### config.mk
export PLATFORM = sky130hd
export DESIGN_NAME = keyword_string_lexer
export DESIGN_NICKNAME = d
export VERILOG_FILES = /design/src/design/kslex_pkg.sv /design/src/design/kslex_front.sv /design/src/design/kslex_fifo.sv /design/src/design/kslex_back.sv /design/src/design/keyword_string_lexer.sv
export SDC_FILE = /design/constraint.sdc
export NUM_CORES = 1
export LEC_CHECK = 0
export BUFFER_PORTS_ARGS = -buffer_cell sky130_fd_sc_hd__buf_2
export CORE_AREA = 2 2 238 240
export DETAILED_ROUTE_END_ITERATION = 6
export DIE_AREA = 0 0 240 242
export GPL_TIMING_DRIVEN = 0
export PLACE_DENSITY = 0.44
export SLEW_MARGIN = 25
export SYNTH_ARGS = -nofsm -noshare
export SYNTH_HDL_FRONTEND = slang
export SYNTH_HIERARCHICAL = 1
export SYNTH_SLANG_ARGS = --single-unit
export TNS_END_PERCENT = 100
### constraint.sdc
create_clock -name clock -period 5.4 [get_ports clock]
set_input_delay 0.27 -clock clock [delete_from_list [all_inputs] [get_ports clock]]
set_output_delay 0.27 -clock clock [all_outputs]
set_load 0.005 [all_outputs]
### src/design/kslex_pkg.sv
// Package for the keyword and string lexer: result and bundle types, codes,
// lexer mode enum, the keyword table and the keyword matcher.
// No dependencies.
`default_nettype none

package kslex_pkg;

   localparam int COLUMN_BITS_DEF = 16;
   localparam int WORD_MAX        = 6;
   localparam int KW_COUNT        = 17;
   localparam int KW_IDX_BITS     = 5;
   localparam int MAX_RESULTS     = 3;
   localparam int Q_DEPTH         = 4;
   localparam int Q_PTR_BITS      = 2;

   // result kinds
   localparam logic [2:0] K_CHAR    = 3'd0;
   localparam logic [2:0] K_STREND  = 3'd1;
   localparam logic [2:0] K_KEYWORD = 3'd2;
   localparam logic [2:0] K_ERROR   = 3'd3;
   localparam logic [2:0] K_END     = 3'd4;

   // error codes
   localparam logic [1:0] E_NONE    = 2'd0;
   localparam logic [1:0] E_UNTERM  = 2'd1;
   localparam logic [1:0] E_WORD    = 2'd2;
   localparam logic [1:0] E_CHAR    = 2'd3;

   localparam logic [7:0] CH_SPACE  = 8'h20;
   localparam logic [7:0] CH_NL     = 8'h0A;
   localparam logic [7:0] CH_QUOTE  = 8'h22;

   // word length 7 marks an over-long word
   localparam logic [2:0] WLEN_LONG = 3'd7;

   typedef enum logic [1:0] {
      MODE_IDLE  = 2'd0,
      MODE_STR   = 2'd1,
      MODE_WORD  = 2'd2,
      MODE_DRAIN = 2'd3
   } mode_type;

   typedef struct packed {
      logic [2:0] kind;
      logic [7:0] value;
      logic [1:0] err_code;
   } result_type;

   // all results caused by one byte; column is carried alongside
   typedef struct packed {
      logic [1:0]                    count;
      result_type [MAX_RESULTS-1:0]  res;
   } bundle_type;

   typedef struct packed {
      logic                   hit;
      logic [KW_IDX_BITS-1:0] idx;
   } match_type;

   typedef logic [7:0] word_type [WORD_MAX];

   localparam logic [7:0] KW_CHARS [KW_COUNT][WORD_MAX] = '{
      '{"a", "n", "d", 8'h00, 8'h00, 8'h00},
      '{"c", "l", "a", "s", "s", 8'h00},
      '{"i", "f", 8'h00, 8'h00, 8'h00, 8'h00},
      '{"e", "l", "s", "e", 8'h00, 8'h00},
      '{"e", "l", "i", "f", 8'h00, 8'h00},
      '{"t", "r", "u", "e", 8'h00, 8'h00},
      '{"f", "a", "l", "s", "e", 8'h00},
      '{"f", "u", "n", "c", 8'h00, 8'h00},
      '{"f", "o", "r", 8'h00, 8'h00, 8'h00},
      '{"w", "h", "i", "l", "e", 8'h00},
      '{"n", "u", "l", "l", 8'h00, 8'h00},
      '{"o", "r", 8'h00, 8'h00, 8'h00, 8'h00},
      '{"p", "r", "i", "n", "t", 8'h00},
      '{"r", "e", "t", "u", "r", "n"},
      '{"t", "h", "i", "s", 8'h00, 8'h00},
      '{"s", "u", "p", "e", "r", 8'h00},
      '{"v", "a", "r", 8'h00, 8'h00, 8'h00}
   };

   localparam logic [2:0] KW_LEN [KW_COUNT] = '{
      3'd3, 3'd5, 3'd2, 3'd4, 3'd4, 3'd4, 3'd5, 3'd4, 3'd3,
      3'd5, 3'd4, 3'd2, 3'd5, 3'd6, 3'd4, 3'd5, 3'd3
   };

   function automatic logic is_word_char(input logic [7:0] c);
      return (c >= "a" && c <= "z") || (c >= "A" && c <= "Z") ||
             (c >= "0" && c <= "9") || c == "_";
   endfunction

   // parallel compare of the buffered word against every keyword
   function automatic match_type kw_match(input word_type chars,
                                          input logic [2:0] len);
      match_type m;
      logic      same;
      m = '0;
      for (int k = 0; k < KW_COUNT; k++) begin
         same = (len == KW_LEN[k]);
         for (int i = 0; i < WORD_MAX; i++) begin
            if (3'(i) < len && chars[i] != KW_CHARS[k][i]) begin
               same = 1'b0;
            end
         end
         if (same) begin
            m.hit = 1'b1;
            m.idx = KW_IDX_BITS'(k);
         end
      end
      return m;
   endfunction

endpackage

`default_nettype wire

### src/design/kslex_front.sv
// Lexer front end: takes one byte a cycle while take is high, tracks lexer
// mode and word buffer, and forms the bundle a byte causes. Uses kslex_pkg.
`default_nettype none

module kslex_front #(
   parameter int COLUMN_BITS = kslex_pkg::COLUMN_BITS_DEF
) (
   input  wire logic                   clock,
   input  wire logic                   reset,
   input  wire logic                   take,
   input  wire logic [7:0]             ch,
   input  wire logic                   end_of_code,
   output logic                        bundle_push,
   output kslex_pkg::bundle_type       bundle,
   output logic [COLUMN_BITS-1:0]      column
);
   import kslex_pkg::*;

   mode_type               mode_ff, mode_in, mode_mid;
   logic [2:0]             wlen_ff, wlen_in, wlen_mid;
   word_type               chars_ff, chars_mid;
   logic [COLUMN_BITS-1:0] idx_ff, idx_in;
   logic                   do_idle;

   logic       c_space, c_nl, c_quote, c_word, idle_err;
   match_type  cur_match, mid_match;

   assign c_space  = (ch == CH_SPACE);
   assign c_nl     = (ch == CH_NL);
   assign c_quote  = (ch == CH_QUOTE);
   assign c_word   = is_word_char(ch);
   assign idle_err = !(c_space || c_nl || c_quote || c_word);

   assign cur_match = kw_match(chars_ff, wlen_ff);
   assign mid_match = kw_match(chars_mid, wlen_mid);

   // next state of the lexer, before end-of-code handling
   always_comb begin
      mode_mid  = mode_ff;
      wlen_mid  = wlen_ff;
      chars_mid = chars_ff;
      do_idle   = 1'b0;
      case (mode_ff)
         MODE_IDLE: begin
            do_idle = 1'b1;
         end
         MODE_STR: begin
            if (c_quote) begin
               mode_mid = MODE_IDLE;
            end else if (c_nl) begin
               mode_mid = MODE_DRAIN;
            end
         end
         MODE_WORD: begin
            if (c_word) begin
               if (wlen_ff < 3'(WORD_MAX)) begin
                  chars_mid[wlen_ff] = ch;
                  wlen_mid           = wlen_ff + 3'd1;
               end else begin
                  wlen_mid = WLEN_LONG;
               end
            end else begin
               wlen_mid = 3'd0;
               if (cur_match.hit) begin
                  mode_mid = MODE_IDLE;
                  do_idle  = 1'b1;
               end else begin
                  mode_mid = MODE_DRAIN;
               end
            end
         end
         default: begin
         end
      endcase
      if (do_idle) begin
         if (c_space || c_nl) begin
            mode_mid = MODE_IDLE;
         end else if (c_quote) begin
            mode_mid = MODE_STR;
         end else if (c_word) begin
            chars_mid[0] = ch;
            wlen_mid     = 3'd1;
            mode_mid     = MODE_WORD;
         end else begin
            mode_mid = MODE_DRAIN;
         end
      end
   end

   always_comb begin
      if (end_of_code) begin
         mode_in = MODE_IDLE;
         wlen_in = 3'd0;
         idx_in  = '0;
      end else begin
         mode_in = mode_mid;
         wlen_in = wlen_mid;
         idx_in  = (&idx_ff) ? idx_ff : idx_ff + 1'b1;
      end
   end

   // results of this byte, in emission order
   always_comb begin
      logic [1:0] n;
      n      = 2'd0;
      bundle = '0;
      case (mode_ff)
         MODE_IDLE: begin
            if (idle_err) begin
               bundle.res[n] = '{K_ERROR, 8'd0, E_CHAR};
               n = n + 2'd1;
            end
         end
         MODE_STR: begin
            if (c_quote) begin
               bundle.res[n] = '{K_STREND, 8'd0, E_NONE};
            end else if (c_nl) begin
               bundle.res[n] = '{K_ERROR, 8'd0, E_UNTERM};
            end else begin
               bundle.res[n] = '{K_CHAR, ch, E_NONE};
            end
            n = n + 2'd1;
         end
         MODE_WORD: begin
            if (!c_word) begin
               if (cur_match.hit) begin
                  bundle.res[n] = '{K_KEYWORD, 8'(cur_match.idx), E_NONE};
                  n = n + 2'd1;
                  if (idle_err) begin
                     bundle.res[n] = '{K_ERROR, 8'd0, E_CHAR};
                     n = n + 2'd1;
                  end
               end else begin
                  bundle.res[n] = '{K_ERROR, 8'd0, E_WORD};
                  n = n + 2'd1;
               end
            end
         end
         default: begin
         end
      endcase
      if (end_of_code) begin
         if (mode_mid == MODE_STR) begin
            bundle.res[n] = '{K_ERROR, 8'd0, E_UNTERM};
            n = n + 2'd1;
         end else if (mode_mid == MODE_WORD) begin
            if (mid_match.hit) begin
               bundle.res[n] = '{K_KEYWORD, 8'(mid_match.idx), E_NONE};
            end else begin
               bundle.res[n] = '{K_ERROR, 8'd0, E_WORD};
            end
            n = n + 2'd1;
         end
         bundle.res[n] = '{K_END, 8'd0, E_NONE};
         n = n + 2'd1;
      end
      bundle.count = n;
   end

   assign bundle_push = take && (bundle.count != 2'd0);
   assign column      = idx_ff;

   always_ff @(posedge clock) begin
      if (reset) begin
         mode_ff <= MODE_IDLE;
         wlen_ff <= 3'd0;
         idx_ff  <= '0;
      end else if (take) begin
         mode_ff <= mode_in;
         wlen_ff <= wlen_in;
         idx_ff  <= idx_in;
      end
   end

   // word buffer is payload: contents only matter below wlen_ff
   always_ff @(posedge clock) begin
      if (take) begin
         chars_ff <= chars_mid;
      end
   end

endmodule

`default_nettype wire

### src/design/kslex_fifo.sv
// Short queue of result bundles between the lexer front end and the result
// serialiser. Uses kslex_pkg.
`default_nettype none

module kslex_fifo #(
   parameter int COLUMN_BITS = kslex_pkg::COLUMN_BITS_DEF
) (
   input  wire logic                   clock,
   input  wire logic                   reset,
   input  wire logic                   push,
   input  wire kslex_pkg::bundle_type  push_bundle,
   input  wire logic [COLUMN_BITS-1:0] push_column,
   input  wire logic                   pop,
   output kslex_pkg::bundle_type       head_bundle,
   output logic [COLUMN_BITS-1:0]      head_column,
   output logic                        empty,
   output logic                        full
);
   import kslex_pkg::*;

   bundle_type             bundle_mem [Q_DEPTH];
   logic [COLUMN_BITS-1:0] column_mem [Q_DEPTH];
   logic [Q_PTR_BITS-1:0]  wr_ff, wr_in, rd_ff, rd_in;
   logic [Q_PTR_BITS:0]    cnt_ff, cnt_in;
   logic                   do_push, do_pop;

   assign empty   = (cnt_ff == '0);
   assign full    = (cnt_ff == (Q_PTR_BITS+1)'(Q_DEPTH));
   assign do_push = push && !full;
   assign do_pop  = pop && !empty;

   assign head_bundle = bundle_mem[rd_ff];
   assign head_column = column_mem[rd_ff];

   always_comb begin
      wr_in  = do_push ? wr_ff + 1'b1 : wr_ff;
      rd_in  = do_pop  ? rd_ff + 1'b1 : rd_ff;
      cnt_in = cnt_ff;
      if (do_push && !do_pop) begin
         cnt_in = cnt_ff + 1'b1;
      end else if (do_pop && !do_push) begin
         cnt_in = cnt_ff - 1'b1;
      end
   end

   always_ff @(posedge clock) begin
      if (reset) begin
         wr_ff  <= '0;
         rd_ff  <= '0;
         cnt_ff <= '0;
      end else begin
         wr_ff  <= wr_in;
         rd_ff  <= rd_in;
         cnt_ff <= cnt_in;
      end
   end

   always_ff @(posedge clock) begin
      if (do_push) begin
         bundle_mem[wr_ff] <= push_bundle;
         column_mem[wr_ff] <= push_column;
      end
   end

endmodule

`default_nettype wire

### src/design/kslex_back.sv
// Result serialiser: hands out the results of the head bundle one per
// transfer and retires the bundle after its last one. Uses kslex_pkg.
`default_nettype none

module kslex_back #(
   parameter int COLUMN_BITS = kslex_pkg::COLUMN_BITS_DEF
) (
   input  wire logic                   clock,
   input  wire logic                   reset,
   input  wire kslex_pkg::bundle_type  head_bundle,
   input  wire logic [COLUMN_BITS-1:0] head_column,
   input  wire logic                   q_empty,
   output logic                        q_pop,
   output logic                        rsp_empty,
   input  wire logic                   rsp_pop,
   output logic [2:0]                  rsp_kind,
   output logic [7:0]                  rsp_value,
   output logic [1:0]                  rsp_err_code,
   output logic [COLUMN_BITS-1:0]      rsp_column,
   output logic                        rsp_last
);
   import kslex_pkg::*;

   logic [1:0] sub_ff, sub_in;
   result_type cur;
   logic       xfer;

   assign cur          = head_bundle.res[sub_ff];
   assign rsp_empty    = q_empty;
   assign rsp_kind     = cur.kind;
   assign rsp_value    = cur.value;
   assign rsp_err_code = cur.err_code;
   assign rsp_column   = head_column;
   assign rsp_last     = (sub_ff == head_bundle.count - 2'd1);

   assign xfer  = rsp_pop && !q_empty;
   assign q_pop = xfer && rsp_last;

   always_comb begin
      sub_in = sub_ff;
      if (xfer) begin
         sub_in = rsp_last ? 2'd0 : sub_ff + 2'd1;
      end
   end

   always_ff @(posedge clock) begin
      if (reset) begin
         sub_ff <= 2'd0;
      end else begin
         sub_ff <= sub_in;
      end
   end

endmodule

`default_nettype wire

### src/design/keyword_string_lexer.sv
// Keyword and string lexer top level: front end, bundle queue, serialiser.
// Depends on kslex_pkg, kslex_front, kslex_fifo and kslex_back.
//
// Usage:
//   Input channel: one source byte per transfer (req_push while req_full is
//   low), req_end_of_code marking the final byte of the code.
//   Result channel: the oldest result is on rsp_* while rsp_empty is low and
//   is taken by rsp_pop. rsp_last flags the final result a byte causes.
//   Every byte is lexed in the cycle it is transferred, so a byte is taken
//   each cycle while req_full is low; its results are queued as it is taken.
//   Bytes that give no result (word characters, blanks) leave no trace on
//   the output; a byte gives at most three results, delivered one per cycle
//   while rsp_pop is high. A four-bundle queue sits between front end and
//   serialiser: when the receiver stalls, bytes keep flowing until the queue
//   fills, then req_full rises. The keyword match is a combinational compare
//   against the 17-entry table in the front end.
//   Reset empties the queue and puts the lexer in idle at column zero; the
//   lexer then returns to idle at column zero after every end-of-code byte.
`default_nettype none

module keyword_string_lexer #(
   parameter int COLUMN_BITS = kslex_pkg::COLUMN_BITS_DEF
) (
   input  wire logic                   clock,
   input  wire logic                   reset,
   input  wire logic                   req_push,
   output logic                        req_full,
   input  wire logic [7:0]             req_ch,
   input  wire logic                   req_end_of_code,
   output logic                        rsp_empty,
   input  wire logic                   rsp_pop,
   output logic [2:0]                  rsp_kind,
   output logic [7:0]                  rsp_value,
   output logic [1:0]                  rsp_err_code,
   output logic [COLUMN_BITS-1:0]      rsp_column,
   output logic                        rsp_last
);
   import kslex_pkg::*;

   logic                   take;
   logic                   bundle_push;
   bundle_type             bundle;
   logic [COLUMN_BITS-1:0] column;
   bundle_type             head_bundle;
   logic [COLUMN_BITS-1:0] head_column;
   logic                   q_empty, q_full, q_pop;

   assign req_full = q_full;
   assign take     = req_push && !q_full;

   kslex_front #(.COLUMN_BITS(COLUMN_BITS)) u_front (
      .clock       (clock),
      .reset       (reset),
      .take        (take),
      .ch          (req_ch),
      .end_of_code (req_end_of_code),
      .bundle_push (bundle_push),
      .bundle      (bundle),
      .column      (column)
   );

   kslex_fifo #(.COLUMN_BITS(COLUMN_BITS)) u_fifo (
      .clock       (clock),
      .reset       (reset),
      .push        (bundle_push),
      .push_bundle (bundle),
      .push_column (column),
      .pop         (q_pop),
      .head_bundle (head_bundle),
      .head_column (head_column),
      .empty       (q_empty),
      .full        (q_full)
   );

   kslex_back #(.COLUMN_BITS(COLUMN_BITS)) u_back (
      .clock        (clock),
      .reset        (reset),
      .head_bundle  (head_bundle),
      .head_column  (head_column),
      .q_empty      (q_empty),
      .q_pop        (q_pop),
      .rsp_empty    (rsp_empty),
      .rsp_pop      (rsp_pop),
      .rsp_kind     (rsp_kind),
      .rsp_value    (rsp_value),
      .rsp_err_code (rsp_err_code),
      .rsp_column   (rsp_column),
      .rsp_last     (rsp_last)
   );

endmodule

`default_nettype wire

==> metrics <==
GRT busiest layer met2; fill count 5630; Die Width 240 um; min-delay worst type in2reg; drt pass-1 iters 5; std cell rows 87; Antenna Violating Nets Remaining 0; Die Y 242 um; number of synthesized register bits 308; Yosys warning count 6; count of cell types in the netlist 108; WL per Instance 23.6 um; initial DRC count 845; # nets final 1502; Max H-tree Level 2; total CTS buffers 37; Residual DRC 0; relative slew slack 28.2%; EDFF count, synth 276; Max stage delay on crit path 0.51 ns; list of most frequent post-synthesis cells edfxtp_1 (276), nand2_1 (116), nor2_1 (95), o21ai_0 (62), mux4_2 (57); Initial Util 29.7%; CTS tree yes; CP Max Fanout 30; Worst VDD drop 0.000293 V; DIE AREA 58100 sq um; crit path capture type register; Hold Crit Depth 3; CTS root buffer clkbuf_16; Worst-Skew Late Latency 0.57 ns; clock tree buffer depth 3; CP Class reg2reg; layout cell share with drive strength beyond 1 26.4%; met3 usage 2.43%; post-synthesis sequential area ratio 53.9%; Worst Path Buf+Inv 6; Post-synth ARST share 0%; synthesized area 16600 sq um; WP depth 22; Via density 5.22; Final Hold Viols 0; Core Area 55700 sq um; global-route wire length before repair 78.9 mm; global route overflow 0; Worst Max-Slew Pin Slew 1.08 ns; Clock Sinks 308; GRT Util Overall 18.2%; # diodes 0; Core Util, Final 35.4%; most common cell in the netlist edfxtp_1; total I/O pin count 45; Pwr Density 391 nW/um^2; number of max-cap violations 0; Synth Flop Type edfxtp_1; vias 11764; Crit path required time 5.64 ns; critical path, cell by cell nor4_1 > a21oi_2 > nor3_4 > o2111ai_1 > nand4_1 > buf_4 > nor4_4 > buf_4 > o21ai_4 > a31oi_4 > buf_6 > xnor2_4 > a21oi_2 > ha_1 > nand2_2 > o22ai_2 > a21oi_2 > inv_2 > nor2_4 > buf_4 > and2_4 > buf_12; area leader, netlist edfxtp_1; GRT met2 Usage 30.6%; DP HPWL 39.2 mm; Total Power 0.00771 W; Setup WS post-layout 0.205 ns; share of Yosys cell area claimed by the top area cell type 50.1%; Seq. cell area 8930 sq um; vias in the first global route 11873; status finished clean; Worst-path clk slew 0.06 ns; CP top delay family simple AND/OR/NAND/NOR gates; placer congestion estimate 0.968; antenna violations before repair 0; port buffer count 40; Finish-stage setup viols 0; final worst path period share 96.2%; met1 Use GR 23.8%; Max Slew Vio Count 0; Static Leak 6.46 nW; clock skew 0.0258 ns; routed wire length 53.2 mm; minimum clock period after layout 5.20 ns; Critical Path Source Type register; slowest CP cell edfxtp_1; Syn-to-layout area delta 19.2%; Synth area leaders edfxtp_1 (50%), mux4_2 (7.8%), dfxtp_1 (3.9%); final hold slack 0.240 ns; fmax 192 MHz; WP data arrival 5.43 ns; Worst R2R Path Depth 22; post-place setup slack -1.19 ns; Multi-input gate area 7400 sq um; syn avg cell area 12.3 sq um; largest net degree at the start of global routing 33; Syn Inst Count 1349
-- metal layers --
metal / share of wire (%) / vias up
met1: 44 / 5906
met2: 48 / 297
met5: 0 / -
li1: - / 5464
met4: 4.0 / 0
met3: 3.8 / 97
-- final timing paths --
kind | start | slack [ns] | endpoint
worst min register to register | u_fifo/wr_ff[1] | 0.52 | u_fifo/wr_ff[1]
worst max register to register | u_front/chars_ff[12] | 0.20 | u_fifo/bundle_mem[2][1]
worst max-delay path | u_front/chars_ff[12] | 0.20 | u_fifo/bundle_mem[2][1]
worst min-delay path | req_end_of_code | 0.24 | u_front/column[13]
-- registers in the layout (all words and copies together), names as in the netlist, named ones only --
register / count
u_front/chars_ff: 48
u_front/wlen_ff: 3
u_fifo/wr_ff: 2
u_front/column: 16
u_fifo/rd_ff: 2
u_fifo/cnt_ff: 3
u_back/sub_ff: 2
u_fifo/bundle_mem: 164
u_fifo/column_mem: 64
u_front/mode_ff: 2
-- through the flow --
| stage | TNS, ns | cells | area (sq um) |
|---|---|---|---|
| floorplan | 0 | 1354 | 16600 |
| global placement | -414.23 | 2150 | 17700 |
| detailed placement | -212.52 | 2156 | 17900 |
| CTS | 0 | 2230 | 19300 |
| global route | -0.497 | 2252 | 19700 |
| finish | 0 | 2252 | 19700 |
-- kinds of logic (layout without fill, tap and decap cells) --
kind of cell	after synthesis	in the layout	share of synthesized area, %
simple gates	516	516	17.3
flops	308	308	53.9
compound gates	249	249	10.7
buf+inv	122	264	4.07
mux	113	113	11.4
fa+ha+maj	20	20	1.56
xor+xnor	20	20	1.10
other cells	1	6	0.0227
-- worst reg2reg max path: cells and delay by family, from the launching register on --
family                     cells  cell delay, ns
DFF                            1            0.51
xor gates and xnor gates       1            0.14
AOI/OAI and AO/OA              7            1.21
and+or+nand+nor                7            1.66
buffers and inverters          6            1.03
adders and majority gates      1            0.28
-- cells in the final DEF (no fill, tap or decap), drive strengths merged, types with 10 or more instances in the layout --
cell type	count
nor2	99
nor3	38
or3	17
a21oi	45
clkbuf	77
nor4	20
and2	25
mux2	28
dfxtp	32
o21ai	74
mux2i	28
nand2b	20
buf	139
ha	19
clkinv	14
nand3	36
edfxtp	276
nand2	117
a21o	10
mux4	57
xor2	12
and3	16
a31oi	12
nand4	32
nor2b	24
inv	30
a211oi	10
-- layout make-up --
cell class,instances,share of cell area [%]
clock buffer,48,5.00
buffer,88,2.94
tap,756,4.79
timing repair buffer,81,3.06
multi-input combinational,924,37.5
inverter,29,0.571
sequential,308,45.3
clock inverter,18,0.856
-- timing repair --
item	in CTS	in global routing
hold buffers	1	0
setup endpoints to repair	289	156
setup buffers	8	26
pin swaps	9	22
hold endpoints to repair	2	0
resized for setup	49	55
-- power breakdown --
part	internal, W	switching (W)
clock network	0.00136	0.00102
registers	0.00310	0.000179
logic	0.000914	0.00114
total	0.00537	0.00234
Power figures use the tool's default switching activity.
